<file path="config.mk">
export PLATFORM = sky130hd
export DESIGN_NAME = track_connection_tuple_parser_core
export DESIGN_NICKNAME = d
export VERILOG_FILES = /design/src/tcp_pkg.sv /design/src/tcp_cfg.sv /design/src/tcp_parse.sv /design/src/track_connection_tuple_parser_core.sv
export VERILOG_INCLUDE_DIRS = /design/src /design/src/src
export SDC_FILE = /design/constraint.sdc
export NUM_CORES = 1
export LEC_CHECK = 0
export BUFFER_PORTS_ARGS = -buffer_cell sky130_fd_sc_hd__buf_2
export CORE_UTILIZATION = 33
export DETAILED_ROUTE_END_ITERATION = 8
export MAX_ROUTING_LAYER = met4
export PLACE_DENSITY = 0.61
export SKIP_CTS_REPAIR_TIMING = 1
export SYNTH_ARGS = -nofsm -noshare
export SYNTH_HDL_FRONTEND = slang
export SYNTH_SLANG_ARGS = --single-unit
</file>
<file path="constraint.sdc">
create_clock -name i_clk -period 10.74 [get_ports i_clk]
set_input_delay 0.537 -clock i_clk [delete_from_list [all_inputs] [get_ports i_clk]]
set_output_delay 0.537 -clock i_clk [all_outputs]
set_load 0.03 [all_outputs]
</file>
<file path="src/track_connection_tuple_parser_core_macros.svh">
// ----------------------------------------------------------------------------
// Track connection tuple parser - assertion macros
// Shared concurrent assertion forms, clocked on i_clk, off during reset.
// ----------------------------------------------------------------------------
`ifndef TRACK_CONNECTION_TUPLE_PARSER_CORE_MACROS_SVH
`define TRACK_CONNECTION_TUPLE_PARSER_CORE_MACROS_SVH

// Condition holds at every clock edge out of reset.
`define TCP_ASSERT_ALWAYS(label, cond) \
    label: assert property (@(posedge i_clk) disable iff (!i_rst_n) (cond)) \
        else $error("assertion failed");

// Antecedent implies consequent in the same cycle.
`define TCP_ASSERT_IMP(label, ante, cons) \
    label: assert property (@(posedge i_clk) disable iff (!i_rst_n) (ante) |-> (cons)) \
        else $error("assertion failed");

// Antecedent implies consequent in the following cycle.
`define TCP_ASSERT_NEXT(label, ante, cons) \
    label: assert property (@(posedge i_clk) disable iff (!i_rst_n) (ante) |=> (cons)) \
        else $error("assertion failed");

`endif

</file>
<file path="src/tcp_pkg.sv">
// ----------------------------------------------------------------------------
// tcp_pkg
// Types, character codes and helpers for the track connection tuple parser.
// ----------------------------------------------------------------------------
`default_nettype none

package tcp_pkg;

    localparam int NUMBER_WIDTH_DEF = 16;
    localparam int OUT_WIDTH        = 16;

    localparam logic [7:0] CH_LPAREN = 8'h28;
    localparam logic [7:0] CH_RPAREN = 8'h29;
    localparam logic [7:0] CH_COMMA  = 8'h2C;
    localparam logic [7:0] CH_SPACE  = 8'h20;
    localparam logic [7:0] CH_HT     = 8'h09;
    localparam logic [7:0] CH_CR     = 8'h0D;
    localparam logic [7:0] CH_ZERO   = 8'h30;
    localparam logic [7:0] CH_NINE   = 8'h39;
    localparam logic [7:0] CH_UP_A   = 8'h41;
    localparam logic [7:0] CH_UP_Z   = 8'h5A;
    localparam logic [7:0] CH_LO_A   = 8'h61;
    localparam logic [7:0] CH_LO_Z   = 8'h7A;
    localparam logic [7:0] CH_UP_E   = 8'h45;
    localparam logic [7:0] CH_LO_E   = 8'h65;
    localparam logic [7:0] CH_UP_W   = 8'h57;
    localparam logic [7:0] CH_LO_W   = 8'h77;
    localparam logic [7:0] CASE_DIFF = 8'h20;

    localparam logic [1:0] SIDE_WEST    = 2'd0;
    localparam logic [1:0] SIDE_EAST    = 2'd1;
    localparam logic [1:0] SIDE_NONE    = 2'd2;
    localparam logic [1:0] SIDE_INVALID = 2'd3;

    // Register index of default_side
    localparam logic REG_DEFAULT_SIDE = 1'b0;

    typedef enum logic [3:0] {
        SEC_OUTSIDE    = 4'd0,
        SEC_LETTER     = 4'd1,
        SEC_GATE_PRE   = 4'd2,
        SEC_GATE_NUM   = 4'd3,
        SEC_STN_PRE    = 4'd4,
        SEC_STN_NUM    = 4'd5,
        SEC_STN_COMMA  = 4'd6,
        SEC_SIDE       = 4'd7,
        SEC_AFTER_SIDE = 4'd8
    } t_section;

    typedef struct packed {
        logic [7:0]           gate_letter;
        logic [OUT_WIDTH-1:0] gate_track;
        logic [OUT_WIDTH-1:0] station_track;
        logic [1:0]           track_side;
        logic                 number_saturated;
    } t_result;

    function automatic logic is_skip(input logic [7:0] c);
        is_skip = (c == CH_SPACE) || (c == CH_COMMA) || ((c >= CH_HT) && (c <= CH_CR));
    endfunction

    function automatic logic [1:0] side_of(input logic [7:0] c);
        if ((c == CH_UP_E) || (c == CH_LO_E)) begin
            side_of = SIDE_EAST;
        end else if ((c == CH_UP_W) || (c == CH_LO_W)) begin
            side_of = SIDE_WEST;
        end else begin
            side_of = SIDE_NONE;
        end
    endfunction

endpackage

`default_nettype wire

</file>
<file path="src/tcp_cfg.sv">
// ----------------------------------------------------------------------------
// tcp_cfg
// APB-style register file holding default_side; out-of-range writes clamp to none.
// ----------------------------------------------------------------------------
`default_nettype none

module tcp_cfg import tcp_pkg::*; (
    input  wire logic        i_clk,
    input  wire logic        i_rst_n,
    input  wire logic        psel,
    input  wire logic        penable,
    input  wire logic        pwrite,
    input  wire logic [2:0]  paddr,
    input  wire logic [31:0] pwdata,
    output logic      [31:0] prdata,
    output logic             pready,
    output logic      [1:0]  o_default_side
);

    logic [1:0] r_default_side;
    logic [1:0] n_default_side;
    logic       wr_en;

    assign pready = 1'b1;
    assign wr_en  = psel && penable && pwrite && (paddr[2] == REG_DEFAULT_SIDE);

    always_comb begin
        n_default_side = r_default_side;
        if (wr_en) begin
            n_default_side = (pwdata[1:0] == SIDE_INVALID) ? SIDE_NONE : pwdata[1:0];
        end
    end

    always_ff @(posedge i_clk) begin
        if (!i_rst_n) begin
            r_default_side <= SIDE_NONE;
        end else begin
            r_default_side <= n_default_side;
        end
    end

    // byte offset bits of paddr are don't-care
    assign prdata = (paddr[2] == REG_DEFAULT_SIDE) ? {30'd0, r_default_side} : 32'd0;
    assign o_default_side = r_default_side;

endmodule

`default_nettype wire

</file>
<file path="src/tcp_parse.sv">
// ----------------------------------------------------------------------------
// tcp_parse
// Parse state registers and the one-character update step.
// ----------------------------------------------------------------------------
`default_nettype none

module tcp_parse import tcp_pkg::*; #(
    parameter int NUMBER_WIDTH = NUMBER_WIDTH_DEF
) (
    input  wire logic       i_clk,
    input  wire logic       i_rst_n,
    input  wire logic       i_fire,
    input  wire logic [7:0] i_char,
    input  wire logic       i_sov,
    input  wire logic [1:0] i_default_side,
    output logic            o_res_valid,
    output t_result         o_res
);

    localparam int NW = NUMBER_WIDTH;
    localparam int MW = NW + 4;
    localparam logic [MW-1:0] NUM_MAX = {4'd0, {NW{1'b1}}};

    t_section        r_sec;
    logic [NW-1:0]   r_acc;
    logic [7:0]      r_letter;
    logic [NW-1:0]   r_gtrack;
    logic [1:0]      r_side;
    logic            r_sat;

    t_section        n_sec;
    logic [NW-1:0]   n_acc;
    logic [7:0]      n_letter;
    logic [NW-1:0]   n_gtrack;
    logic [1:0]      n_side;
    logic            n_sat;
    logic            n_emit;

    // state as seen after an optional start-of-value reset
    t_section        s_sec;
    logic [NW-1:0]   s_acc;
    logic [7:0]      s_letter;
    logic [NW-1:0]   s_gtrack;
    logic [1:0]      s_side;
    logic            s_sat;

    logic            is_digit;
    logic            is_term;
    logic            skip;
    logic [NW-1:0]   num_base;
    logic [MW-1:0]   prod;
    logic [NW-1:0]   num_next;
    logic            num_clamp;
    logic [NW+15:0]  gtrack_ext;
    logic [NW+15:0]  acc_ext;

    always_comb begin
        is_digit = (i_char >= CH_ZERO) && (i_char <= CH_NINE);
        is_term  = (i_char == CH_COMMA) || (i_char == CH_RPAREN);
        skip     = is_skip(i_char);

        if (i_sov) begin
            s_sec    = SEC_OUTSIDE;
            s_acc    = '0;
            s_letter = 8'd0;
            s_gtrack = '0;
            s_side   = i_default_side;
            s_sat    = 1'b0;
        end else begin
            s_sec    = r_sec;
            s_acc    = r_acc;
            s_letter = r_letter;
            s_gtrack = r_gtrack;
            s_side   = r_side;
            s_sat    = r_sat;
        end

        // a number restarts from zero on its first character
        num_base  = ((s_sec == SEC_GATE_PRE) || (s_sec == SEC_STN_PRE)) ? '0 : s_acc;
        prod      = ({num_base, 3'b000} + {3'b000, num_base, 1'b0})
                    + {{(MW-4){1'b0}}, i_char[3:0]};
        num_clamp = prod > NUM_MAX;
        num_next  = num_clamp ? {NW{1'b1}} : prod[NW-1:0];

        n_sec    = s_sec;
        n_acc    = s_acc;
        n_letter = s_letter;
        n_gtrack = s_gtrack;
        n_side   = s_side;
        n_sat    = s_sat;
        n_emit   = 1'b0;

        case (s_sec)
            SEC_OUTSIDE: begin
                if (i_char == CH_LPAREN) begin
                    n_sat = 1'b0;
                    n_sec = SEC_LETTER;
                end
            end
            SEC_LETTER: begin
                if ((i_char >= CH_UP_A) && (i_char <= CH_UP_Z)) begin
                    n_letter = i_char;
                    n_sec    = SEC_GATE_PRE;
                end else if ((i_char >= CH_LO_A) && (i_char <= CH_LO_Z)) begin
                    n_letter = i_char - CASE_DIFF;
                    n_sec    = SEC_GATE_PRE;
                end
            end
            SEC_GATE_PRE, SEC_GATE_NUM: begin
                if (!((s_sec == SEC_GATE_PRE) && skip)) begin
                    n_acc = num_base;
                    n_sec = SEC_GATE_NUM;
                    if (is_digit) begin
                        n_acc = num_next;
                        if (num_clamp) begin
                            n_sat = 1'b1;
                        end
                    end else if (is_term) begin
                        n_gtrack = num_base;
                        n_sec    = SEC_STN_PRE;
                    end
                end
            end
            SEC_STN_PRE, SEC_STN_NUM: begin
                if (!((s_sec == SEC_STN_PRE) && skip)) begin
                    n_acc = num_base;
                    n_sec = SEC_STN_NUM;
                    if (is_digit) begin
                        n_acc = num_next;
                        if (num_clamp) begin
                            n_sat = 1'b1;
                        end
                    end else if (i_char == CH_RPAREN) begin
                        n_emit = 1'b1;
                        n_sec  = SEC_OUTSIDE;
                    end else if (i_char == CH_COMMA) begin
                        n_sec = SEC_STN_COMMA;
                    end
                end
            end
            SEC_STN_COMMA: begin
                if (!skip) begin
                    if (i_char == CH_RPAREN) begin
                        n_emit = 1'b1;
                        n_sec  = SEC_OUTSIDE;
                    end else begin
                        n_side = side_of(i_char);
                        n_sec  = SEC_AFTER_SIDE;
                    end
                end
            end
            SEC_SIDE: begin
                if (!skip) begin
                    n_side = side_of(i_char);
                    n_sec  = SEC_AFTER_SIDE;
                end
            end
            SEC_AFTER_SIDE: begin
                // one non-skip character after the side is dropped unless it closes
                if (!skip) begin
                    if (i_char == CH_RPAREN) begin
                        n_emit = 1'b1;
                        n_sec  = SEC_OUTSIDE;
                    end else begin
                        n_sec = SEC_SIDE;
                    end
                end
            end
            default: begin
                n_sec = SEC_OUTSIDE;
            end
        endcase

        gtrack_ext = {16'd0, n_gtrack};
        acc_ext    = {16'd0, n_acc};
    end

    always_ff @(posedge i_clk) begin
        if (!i_rst_n) begin
            r_sec    <= SEC_OUTSIDE;
            r_acc    <= '0;
            r_letter <= 8'd0;
            r_gtrack <= '0;
            r_side   <= SIDE_NONE;
            r_sat    <= 1'b0;
        end else if (i_fire) begin
            r_sec    <= n_sec;
            r_acc    <= n_acc;
            r_letter <= n_letter;
            r_gtrack <= n_gtrack;
            r_side   <= n_side;
            r_sat    <= n_sat;
        end
    end

    assign o_res_valid = n_emit;

    always_comb begin
        o_res.gate_letter      = n_letter;
        o_res.gate_track       = gtrack_ext[OUT_WIDTH-1:0];
        o_res.station_track    = acc_ext[OUT_WIDTH-1:0];
        o_res.track_side       = n_side;
        o_res.number_saturated = n_sat;
    end

endmodule

`default_nettype wire

</file>
<file path="src/track_connection_tuple_parser_core.sv">
// ----------------------------------------------------------------------------
// track_connection_tuple_parser_core
// Streams tuple text "(letter,number,number[,side])" and emits one record per
// closed tuple.
// ----------------------------------------------------------------------------
// One character is taken per clock cycle unless the input stalls. A character
// lands in the input register, the combinational parse step updates the tuple
// state and, when a tuple closes, loads the result register, whose record is
// valid on the output once the step has fired on its closing character. The
// input side keeps accepting while a record waits at the output; it stalls
// only when the held character would close a tuple and the result register is
// occupied and stalled. default_side is written over the APB port at byte
// address 0 and applies at the next start of a value.
`default_nettype none

`include "track_connection_tuple_parser_core_macros.svh"

module track_connection_tuple_parser_core import tcp_pkg::*; #(
    parameter int NUMBER_WIDTH = NUMBER_WIDTH_DEF
) (
    input  wire logic        i_clk,
    input  wire logic        i_rst_n,
    // input channel
    input  wire logic        i_in_valid,
    output logic             o_in_stall,
    input  wire logic [7:0]  i_character,
    input  wire logic        i_start_of_value,
    // output channel
    output logic             o_out_valid,
    input  wire logic        i_out_stall,
    output logic      [7:0]  o_gate_letter,
    output logic      [15:0] o_gate_track,
    output logic      [15:0] o_station_track,
    output logic      [1:0]  o_track_side,
    output logic             o_number_saturated,
    // configuration
    input  wire logic        psel,
    input  wire logic        penable,
    input  wire logic        pwrite,
    input  wire logic [2:0]  paddr,
    input  wire logic [31:0] pwdata,
    output logic      [31:0] prdata,
    output logic             pready
);

    logic       r_in_valid;
    logic [7:0] r_char;
    logic       r_sov;
    logic       r_out_valid;
    t_result    r_res;

    logic       in_accept;
    logic       out_free;
    logic       fire;
    logic       res_valid;
    t_result    res;
    logic [1:0] default_side;

    tcp_cfg u_cfg (
        .i_clk          (i_clk),
        .i_rst_n        (i_rst_n),
        .psel           (psel),
        .penable        (penable),
        .pwrite         (pwrite),
        .paddr          (paddr),
        .pwdata         (pwdata),
        .prdata         (prdata),
        .pready         (pready),
        .o_default_side (default_side)
    );

    tcp_parse #(
        .NUMBER_WIDTH (NUMBER_WIDTH)
    ) u_parse (
        .i_clk          (i_clk),
        .i_rst_n        (i_rst_n),
        .i_fire         (fire),
        .i_char         (r_char),
        .i_sov          (r_sov),
        .i_default_side (default_side),
        .o_res_valid    (res_valid),
        .o_res          (res)
    );

    // a character that produces no record never waits on the output
    assign out_free   = !r_out_valid || !i_out_stall;
    assign fire       = r_in_valid && (!res_valid || out_free);
    assign o_in_stall = r_in_valid && !fire;
    assign in_accept  = i_in_valid && !o_in_stall;

    always_ff @(posedge i_clk) begin
        if (!i_rst_n) begin
            r_in_valid <= 1'b0;
        end else if (in_accept) begin
            r_in_valid <= 1'b1;
        end else if (fire) begin
            r_in_valid <= 1'b0;
        end
    end

    always_ff @(posedge i_clk) begin
        if (in_accept) begin
            r_char <= i_character;
            r_sov  <= i_start_of_value;
        end
    end

    always_ff @(posedge i_clk) begin
        if (!i_rst_n) begin
            r_out_valid <= 1'b0;
        end else if (fire && res_valid) begin
            r_out_valid <= 1'b1;
        end else if (!i_out_stall) begin
            r_out_valid <= 1'b0;
        end
    end

    always_ff @(posedge i_clk) begin
        if (fire && res_valid) begin
            r_res <= res;
        end
    end

    assign o_out_valid        = r_out_valid;
    assign o_gate_letter      = r_res.gate_letter;
    assign o_gate_track       = r_res.gate_track;
    assign o_station_track    = r_res.station_track;
    assign o_track_side       = r_res.track_side;
    assign o_number_saturated = r_res.number_saturated;

    `TCP_ASSERT_IMP(a_no_overwrite, r_out_valid && i_out_stall, !(fire && res_valid))
    `TCP_ASSERT_IMP(a_side_legal, r_out_valid, o_track_side != SIDE_INVALID)
    `TCP_ASSERT_ALWAYS(a_default_legal, default_side != SIDE_INVALID)
    `TCP_ASSERT_NEXT(a_record_loaded, fire && res_valid, r_out_valid)

endmodule

`default_nettype wire
</file>
# Yosys cells after proc, flatten, opt, wreduce, memory -nomap -nowiden
# Index checks and enable logic that the tools add are counted.
word_totals:
  mem_bits_rw: 0
  latchBits: 0
  inputBits: 51
  romBits: 0
  register_bits: 103
  mem_count: 0
op_classes:
  n_lt_le_gt_ge: 9
  muxes: 58
  n_addsub: 3
  reduce_logical: 31
  eq_ne: 18
  n_div: 0
  shifts: 0
  bitwise: 1
  n_mul: 0
ops:
  columns: ["operator", "count"]
  rows:
  - ["16-bit two-way mux", 11]
  - ["4-bit two-way mux", 13]
  - ["8-bit by 6-bit equality test with 1-bit output, second input constant", 4]
  - ["8-bit by 7-bit equality test with 1-bit output, second input constant", 4]
  - ["8-bit two-way mux", 4]
  - ["16-bit case mux with 2 select lines", 1]
  - ["4-bit case mux with 7 select lines", 1]
  - ["19-bit by 17-bit adder with 20-bit output", 1]
  - ["20-bit by 4-bit adder with 20-bit output", 1]
  - ["20-bit by 16-bit greater-than comparator with 1-bit output, second input constant", 1]
  - ["2-bit two-way mux", 9]
  - ["4-bit by 3-bit equality test with 1-bit output, second input constant", 4]
  - ["8-bit by 7-bit >= comparator with 1-bit output, second input constant", 2]
  - ["8-bit by 7-bit less-or-equal comparator with 1-bit output, second input constant", 2]
  - ["1-bit two-way mux", 14]
  - ["1-bit logical AND", 13]
  - ["4-bit by 2-bit equality test with 1-bit output, second input constant", 2]
  - ["8-bit by 4-bit >= comparator with 1-bit output, second input constant", 1]
  - ["8-bit by 6-bit >= comparator with 1-bit output, second input constant", 1]
  - ["8-bit by 4-bit less-or-equal comparator with 1-bit output, second input constant", 1]
  - ["8-bit by 6-bit less-or-equal comparator with 1-bit output, second input constant", 1]
  - ["1-bit logical OR", 8]
  - ["8-bit by 6-bit subtractor with 8-bit output, second input constant", 1]
  - ["3-bit two-way mux", 2]
  - ["other kinds (12)", 18]

# Depth between registers and ports, before layout
depth:
  ltp_word: 14
  depth_mapped: 16
  depth_no_buf: 14

# Hierarchy
# A second synthesis with hierarchy kept.
unflattened:
  cells_unflattened: 697
  hier_area_um2: 6251.0
by_module_without_submodules:
  columns: ["mod", "n_inst", "cells_each", "area_each_um2", "seq_area_each_um2"]
  rows:
  - ["tcp_parse", 1, 590, 4239.1, 940.9]
  - ["track_connection_tuple_parser_core", 1, 63, 1656.6, 1601.5]
  - ["tcp_cfg", 1, 44, 355.3, 40.0]

# Worst setup path after synthesis
# No wires, ideal clock.
synth_path:
  path_type: "register to register"
  from: "register r_char[0]"
  to: "register r_res (netlist bit o_gate_letter[0]), enable pin"
  path_buffers: 2
  t_arrival_ns: 4.277
  slack_ns: 5.967
  required_time_ns: 10.243
  setup_ns: 0.497
  synth_period_minus_slack_ns: 4.773
  stages_incl_launch_ff: 8
  path_cell_list: "edfxtp_1 -> buf_2 -> nor2b_1 -> and4_1 -> o2111ai_1 -> nand2_1 -> clkbuf_1 -> nor3_1"
synth_via:
  elab_chain_len: 10
synth_lines:
  columns: ["element", "line", "text"]
  rows:
  - ["from (decl)", "track_connection_tuple_parser_core.sv:47", "logic [7:0] r_char;"]
  - ["from (signal assigned)", "track_connection_tuple_parser_core.sv:103", "r_char <= i_character;"]
  - ["8-bit by 4-bit >= comparator with 1-bit output (tied with other cells)", "tcp_pkg.sv:59", "is_skip = (c == CH_SPACE) || (c == CH_COMMA) || ((c >= CH_HT) && (c <= CH_CR));"]
  - ["1-bit logical AND or 1-bit logical OR (tied branches)", "tcp_pkg.sv:59", null]
  - ["1-bit logical OR", "tcp_pkg.sv:59", null]
  - ["1-bit logical AND", "tcp_parse.sv:125", "if (!((s_sec == SEC_STN_PRE) && skip)) begin"]
  - ["1-bit two-way mux", "tcp_parse.sv:125", null]
  - ["1-bit case mux with 2 select lines (*)", "tcp_parse.sv:93", "case (s_sec)"]
  - ["1-bit logical NOT", "track_connection_tuple_parser_core.sv:87", "assign fire = r_in_valid && (!res_valid || out_free);"]
  - ["1-bit logical OR", "track_connection_tuple_parser_core.sv:87", null]
  - ["1-bit logical AND", "track_connection_tuple_parser_core.sv:87", null]
  - ["1-bit logical AND (*)", "track_connection_tuple_parser_core.sv:119", "if (fire && res_valid) begin"]
  - ["to (signal assigned)", "track_connection_tuple_parser_core.sv:120", "r_res <= res;"]
  - ["to (decl)", "track_connection_tuple_parser_core.sv:50", "t_result r_res;"]
# Every way passes the cells marked *; elsewhere a longest branch is shown, timed or not.
# A chain may end at the register's enable or synchronous reset.

==> flow_metrics.env <==
export IMPL_core_um2=18210
export IMPL_final_util=0.3761
export IMPL_critical_path_top_delay_family="compound AO/OA/AOI/OAI gates"
export IMPL_postRouteWirelength_um=14860
export IMPL_grt_pass1_wl_um=24040
export IMPL_ys_flop_type="edfxtp_1"
export IMPL_wire_per_inst_um=15.63
export IMPL_skew_ns=0.008562
export IMPL_vias=4970
export IMPL_cp_start_kind="flip-flop"
export IMPL_grt_use_total=0.1616
export IMPL_rsz0062_at_grt="false"
export IMPL_ys_ff_latch=103
export IMPL_outcome="complete, no violations"
export IMPL_post_synth_top_count_cell="nand2_1"
export IMPL_route_detailed_drc=0
export IMPL_fmax_mhz=195.7
export IMPL_cts_root_buf="clkbuf_16"
export IMPL_post_drt_via_cell_ratio=5.226
export IMPL_synth_common_cells="nand2_1 (106), o21ai_0 (53), edfxtp_1 (52)"
export IMPL_maxSlewViolCount=0
export IMPL_synth_seq_area_share=0.4150
export IMPL_drt_first_iter_violations=407
export IMPL_power_uw=828.7
export IMPL_die_h_um=139.3
export IMPL_dp_hpwl_um=10290
export IMPL_crit_buf_inv=0
export IMPL_gp_congestion=0.8716
export IMPL_max_stage_delay_ns=0.67
export IMPL_die_area_um2=19410
export IMPL_synth_area_top_cells="edfxtp_1 (25%), dfxtp_1 (16%), ha_1 (6.8%), nand2_1 (6.4%), o21ai_0 (4.3%)"
export IMPL_min_period_over_period=0.4758
export IMPL_ant_nets=0
export IMPL_holdCritPathClass="in2reg"
export IMPL_fin_nets=803
export IMPL_syn_area_um2=6222
export IMPL_slew_headroom=0.2784
export IMPL_ys_types=66
export IMPL_avgSynthCellArea_um2=9.110
export IMPL_worst_slew_pin_slew_ns=1.076
export IMPL_p_leak_nw=2.644
export IMPL_rows=49
export IMPL_grt_pass1_vias=4610
export IMPL_numClockSinks=103
export IMPL_dr_pass1_iters=4
export IMPL_yosysWarningCount=0
export IMPL_powerDensity_nw_per_um2=121.0
export IMPL_cp_required_ns=10.89
export IMPL_drv_cap=0
export IMPL_fin_cells=951
export IMPL_peakVddDrop_uv=78.67
export IMPL_clkLatencyLatePin_ns=0.36
export IMPL_setup_viol_count_final=0
export IMPL_grt_overflow_total=0
export IMPL_synth_edf_count=52
export IMPL_cts_max_path_buffers=2
export IMPL_cts_max_level=3
export IMPL_async_flop_share=0
export IMPL_initial_core_util=0.3417
export IMPL_num_fill_cells=1851
export IMPL_netlist_area_leader_share=0.2510
export IMPL_fin_crit_ns=5.110
export IMPL_dp_cells=935
export IMPL_critPathMaxFanout=17
export IMPL_cts_buffers=9
export IMPL_io_pin_count=129
export IMPL_crit_chain="xor2_2 -> a21oi_2 -> and2_0 -> xor2_1 -> ha_1 -> fa_1 -> a211oi_1 -> o21ai_2 -> nor3b_1 -> o311a_1 -> o211ai_2 -> nor4_1 -> o21ai_0"
export IMPL_tns_ns=0
export IMPL_hold_viol_final=0
export IMPL_post_synth_top_area_cell="edfxtp_1"
export IMPL_cpMaxStageDelayCell="o211ai_2"
export IMPL_netlist_instances=683
export IMPL_hold_ws_ns=0.3556
export IMPL_io_buffers=65
export IMPL_crit_type="reg2reg"
export IMPL_clk_pin_slew_worst_paths_ns=0.08
export IMPL_antenna_found_initial=0
export IMPL_grt_max_degree=47
export IMPL_cp_arrival_ns=5.26
export IMPL_diodes=0
export IMPL_syn2layout_area_growth_pct=10.07
export IMPL_drive_gt1_frac=0.1524
export IMPL_fp_dieW_um=139.3
export IMPL_cts_tree="done"
export IMPL_cp_end_kind="flip-flop"
==> worst reg2reg max path, delay by kind of cell, from the launching register on <==
| kind | cells | cell delay, ns |
|---|---|---|
| fa+ha+maj | 2 | 0.77 |
| flops | 1 | 0.60 |
| simple gates | 3 | 0.71 |
| compound gates | 6 | 2.46 |
| xor+xnor | 2 | 0.35 |
==> power by group <==
group / switching (mW) / total [mW] / internal (mW)
clock network: 0.154 / 0.328 / 0.174
logic: 0.0532 / 0.0713 / 0.0181
registers: 0.0109 / 0.429 / 0.418
==> cells by family (layout without fill, tap and decap cells) <==
family                     Yosys count  after routing  synth area share
muxes                               13             13           0.02192
DFF                                103            103            0.4150
xor gates and xnor gates            16             16           0.02373
other                                2             31          0.001207
AOI/OAI and AO/OA                  163            163            0.1761
adders and majority gates           35             35           0.07159
buffers and inverters               84             94           0.07581
and+or+nand+nor                    267            267            0.2146
==> per-stage QoR <==
stage	worst slack, ns	area, um^2
after global placement	5.716	6550
after CTS	5.647	6849
after detailed placement	5.677	6550
after floorplan	5.967	6331
final	5.630	6849
after global routing	5.379	6849
==> per-layer routing <==
metal  global-route usage  vias up  part of all wire
met4              0.04678        0             0.013
met5                    -        -                 0
met2               0.2420      139              0.44
li1                     -     2483                 -
met3              0.02822       12             0.043
met1               0.2220     2336              0.50
==> state kept, by name (all words and copies together), names as in the netlist <==
signal	flops
o_station_track	16
u_parse.r_side	2
u_parse.r_sat	1
o_gate_letter	8
r_in_valid	1
o_out_valid	1
r_char	8
r_sov	1
o_number_saturated	1
u_parse.r_acc	16
u_parse.r_sec	4
u_parse.r_letter	8
o_gate_track	16
o_track_side	2
u_parse.r_gtrack	16
u_cfg.o_default_side	2
==> layout by cell type, fill, tap and decap left out, types with 15 or more instances in the layout <==
master and n:
a21oi_1 30, a311oi_1 17, and2_1 18, buf_2 65
conb_1 31, dfxtp_1 51, edfxtp_1 52, ha_1 34
nand2_1 106, nand3b_1 16, nor2_1 50, nor4_1 19
o21ai_0 53, o31ai_1 15
==> cell type report <==
cell class / count / area, um^2 / share of cell area
Multi-Input combinational cell: 525 / 3288 / 0.4801
Clock buffer: 10 / 250.2 / 0.03654
Timing Repair Buffer: 70 / 362.8 / 0.05298
Inverter: 8 / 30.03 / 0.004384
Sequential cell: 103 / 2582 / 0.3771
Tap cell: 229 / 286.5 / 0.04183
Clock inverter: 6 / 48.80 / 0.007125
==> path summary, 6_finish.rpt <==
check,slack (ns),end,depth (start not counted),from
worst min register to register,0.46,u_parse.r_letter[0],2,u_parse.r_letter[0]
worst max register to register,5.63,o_station_track[12],13,u_parse.r_sec[2]
worst min-delay path,0.36,r_sov,1,i_start_of_value
worst max-delay path,5.63,o_station_track[12],13,u_parse.r_sec[2]
Note: power is estimated with default switching activity, not from simulation.
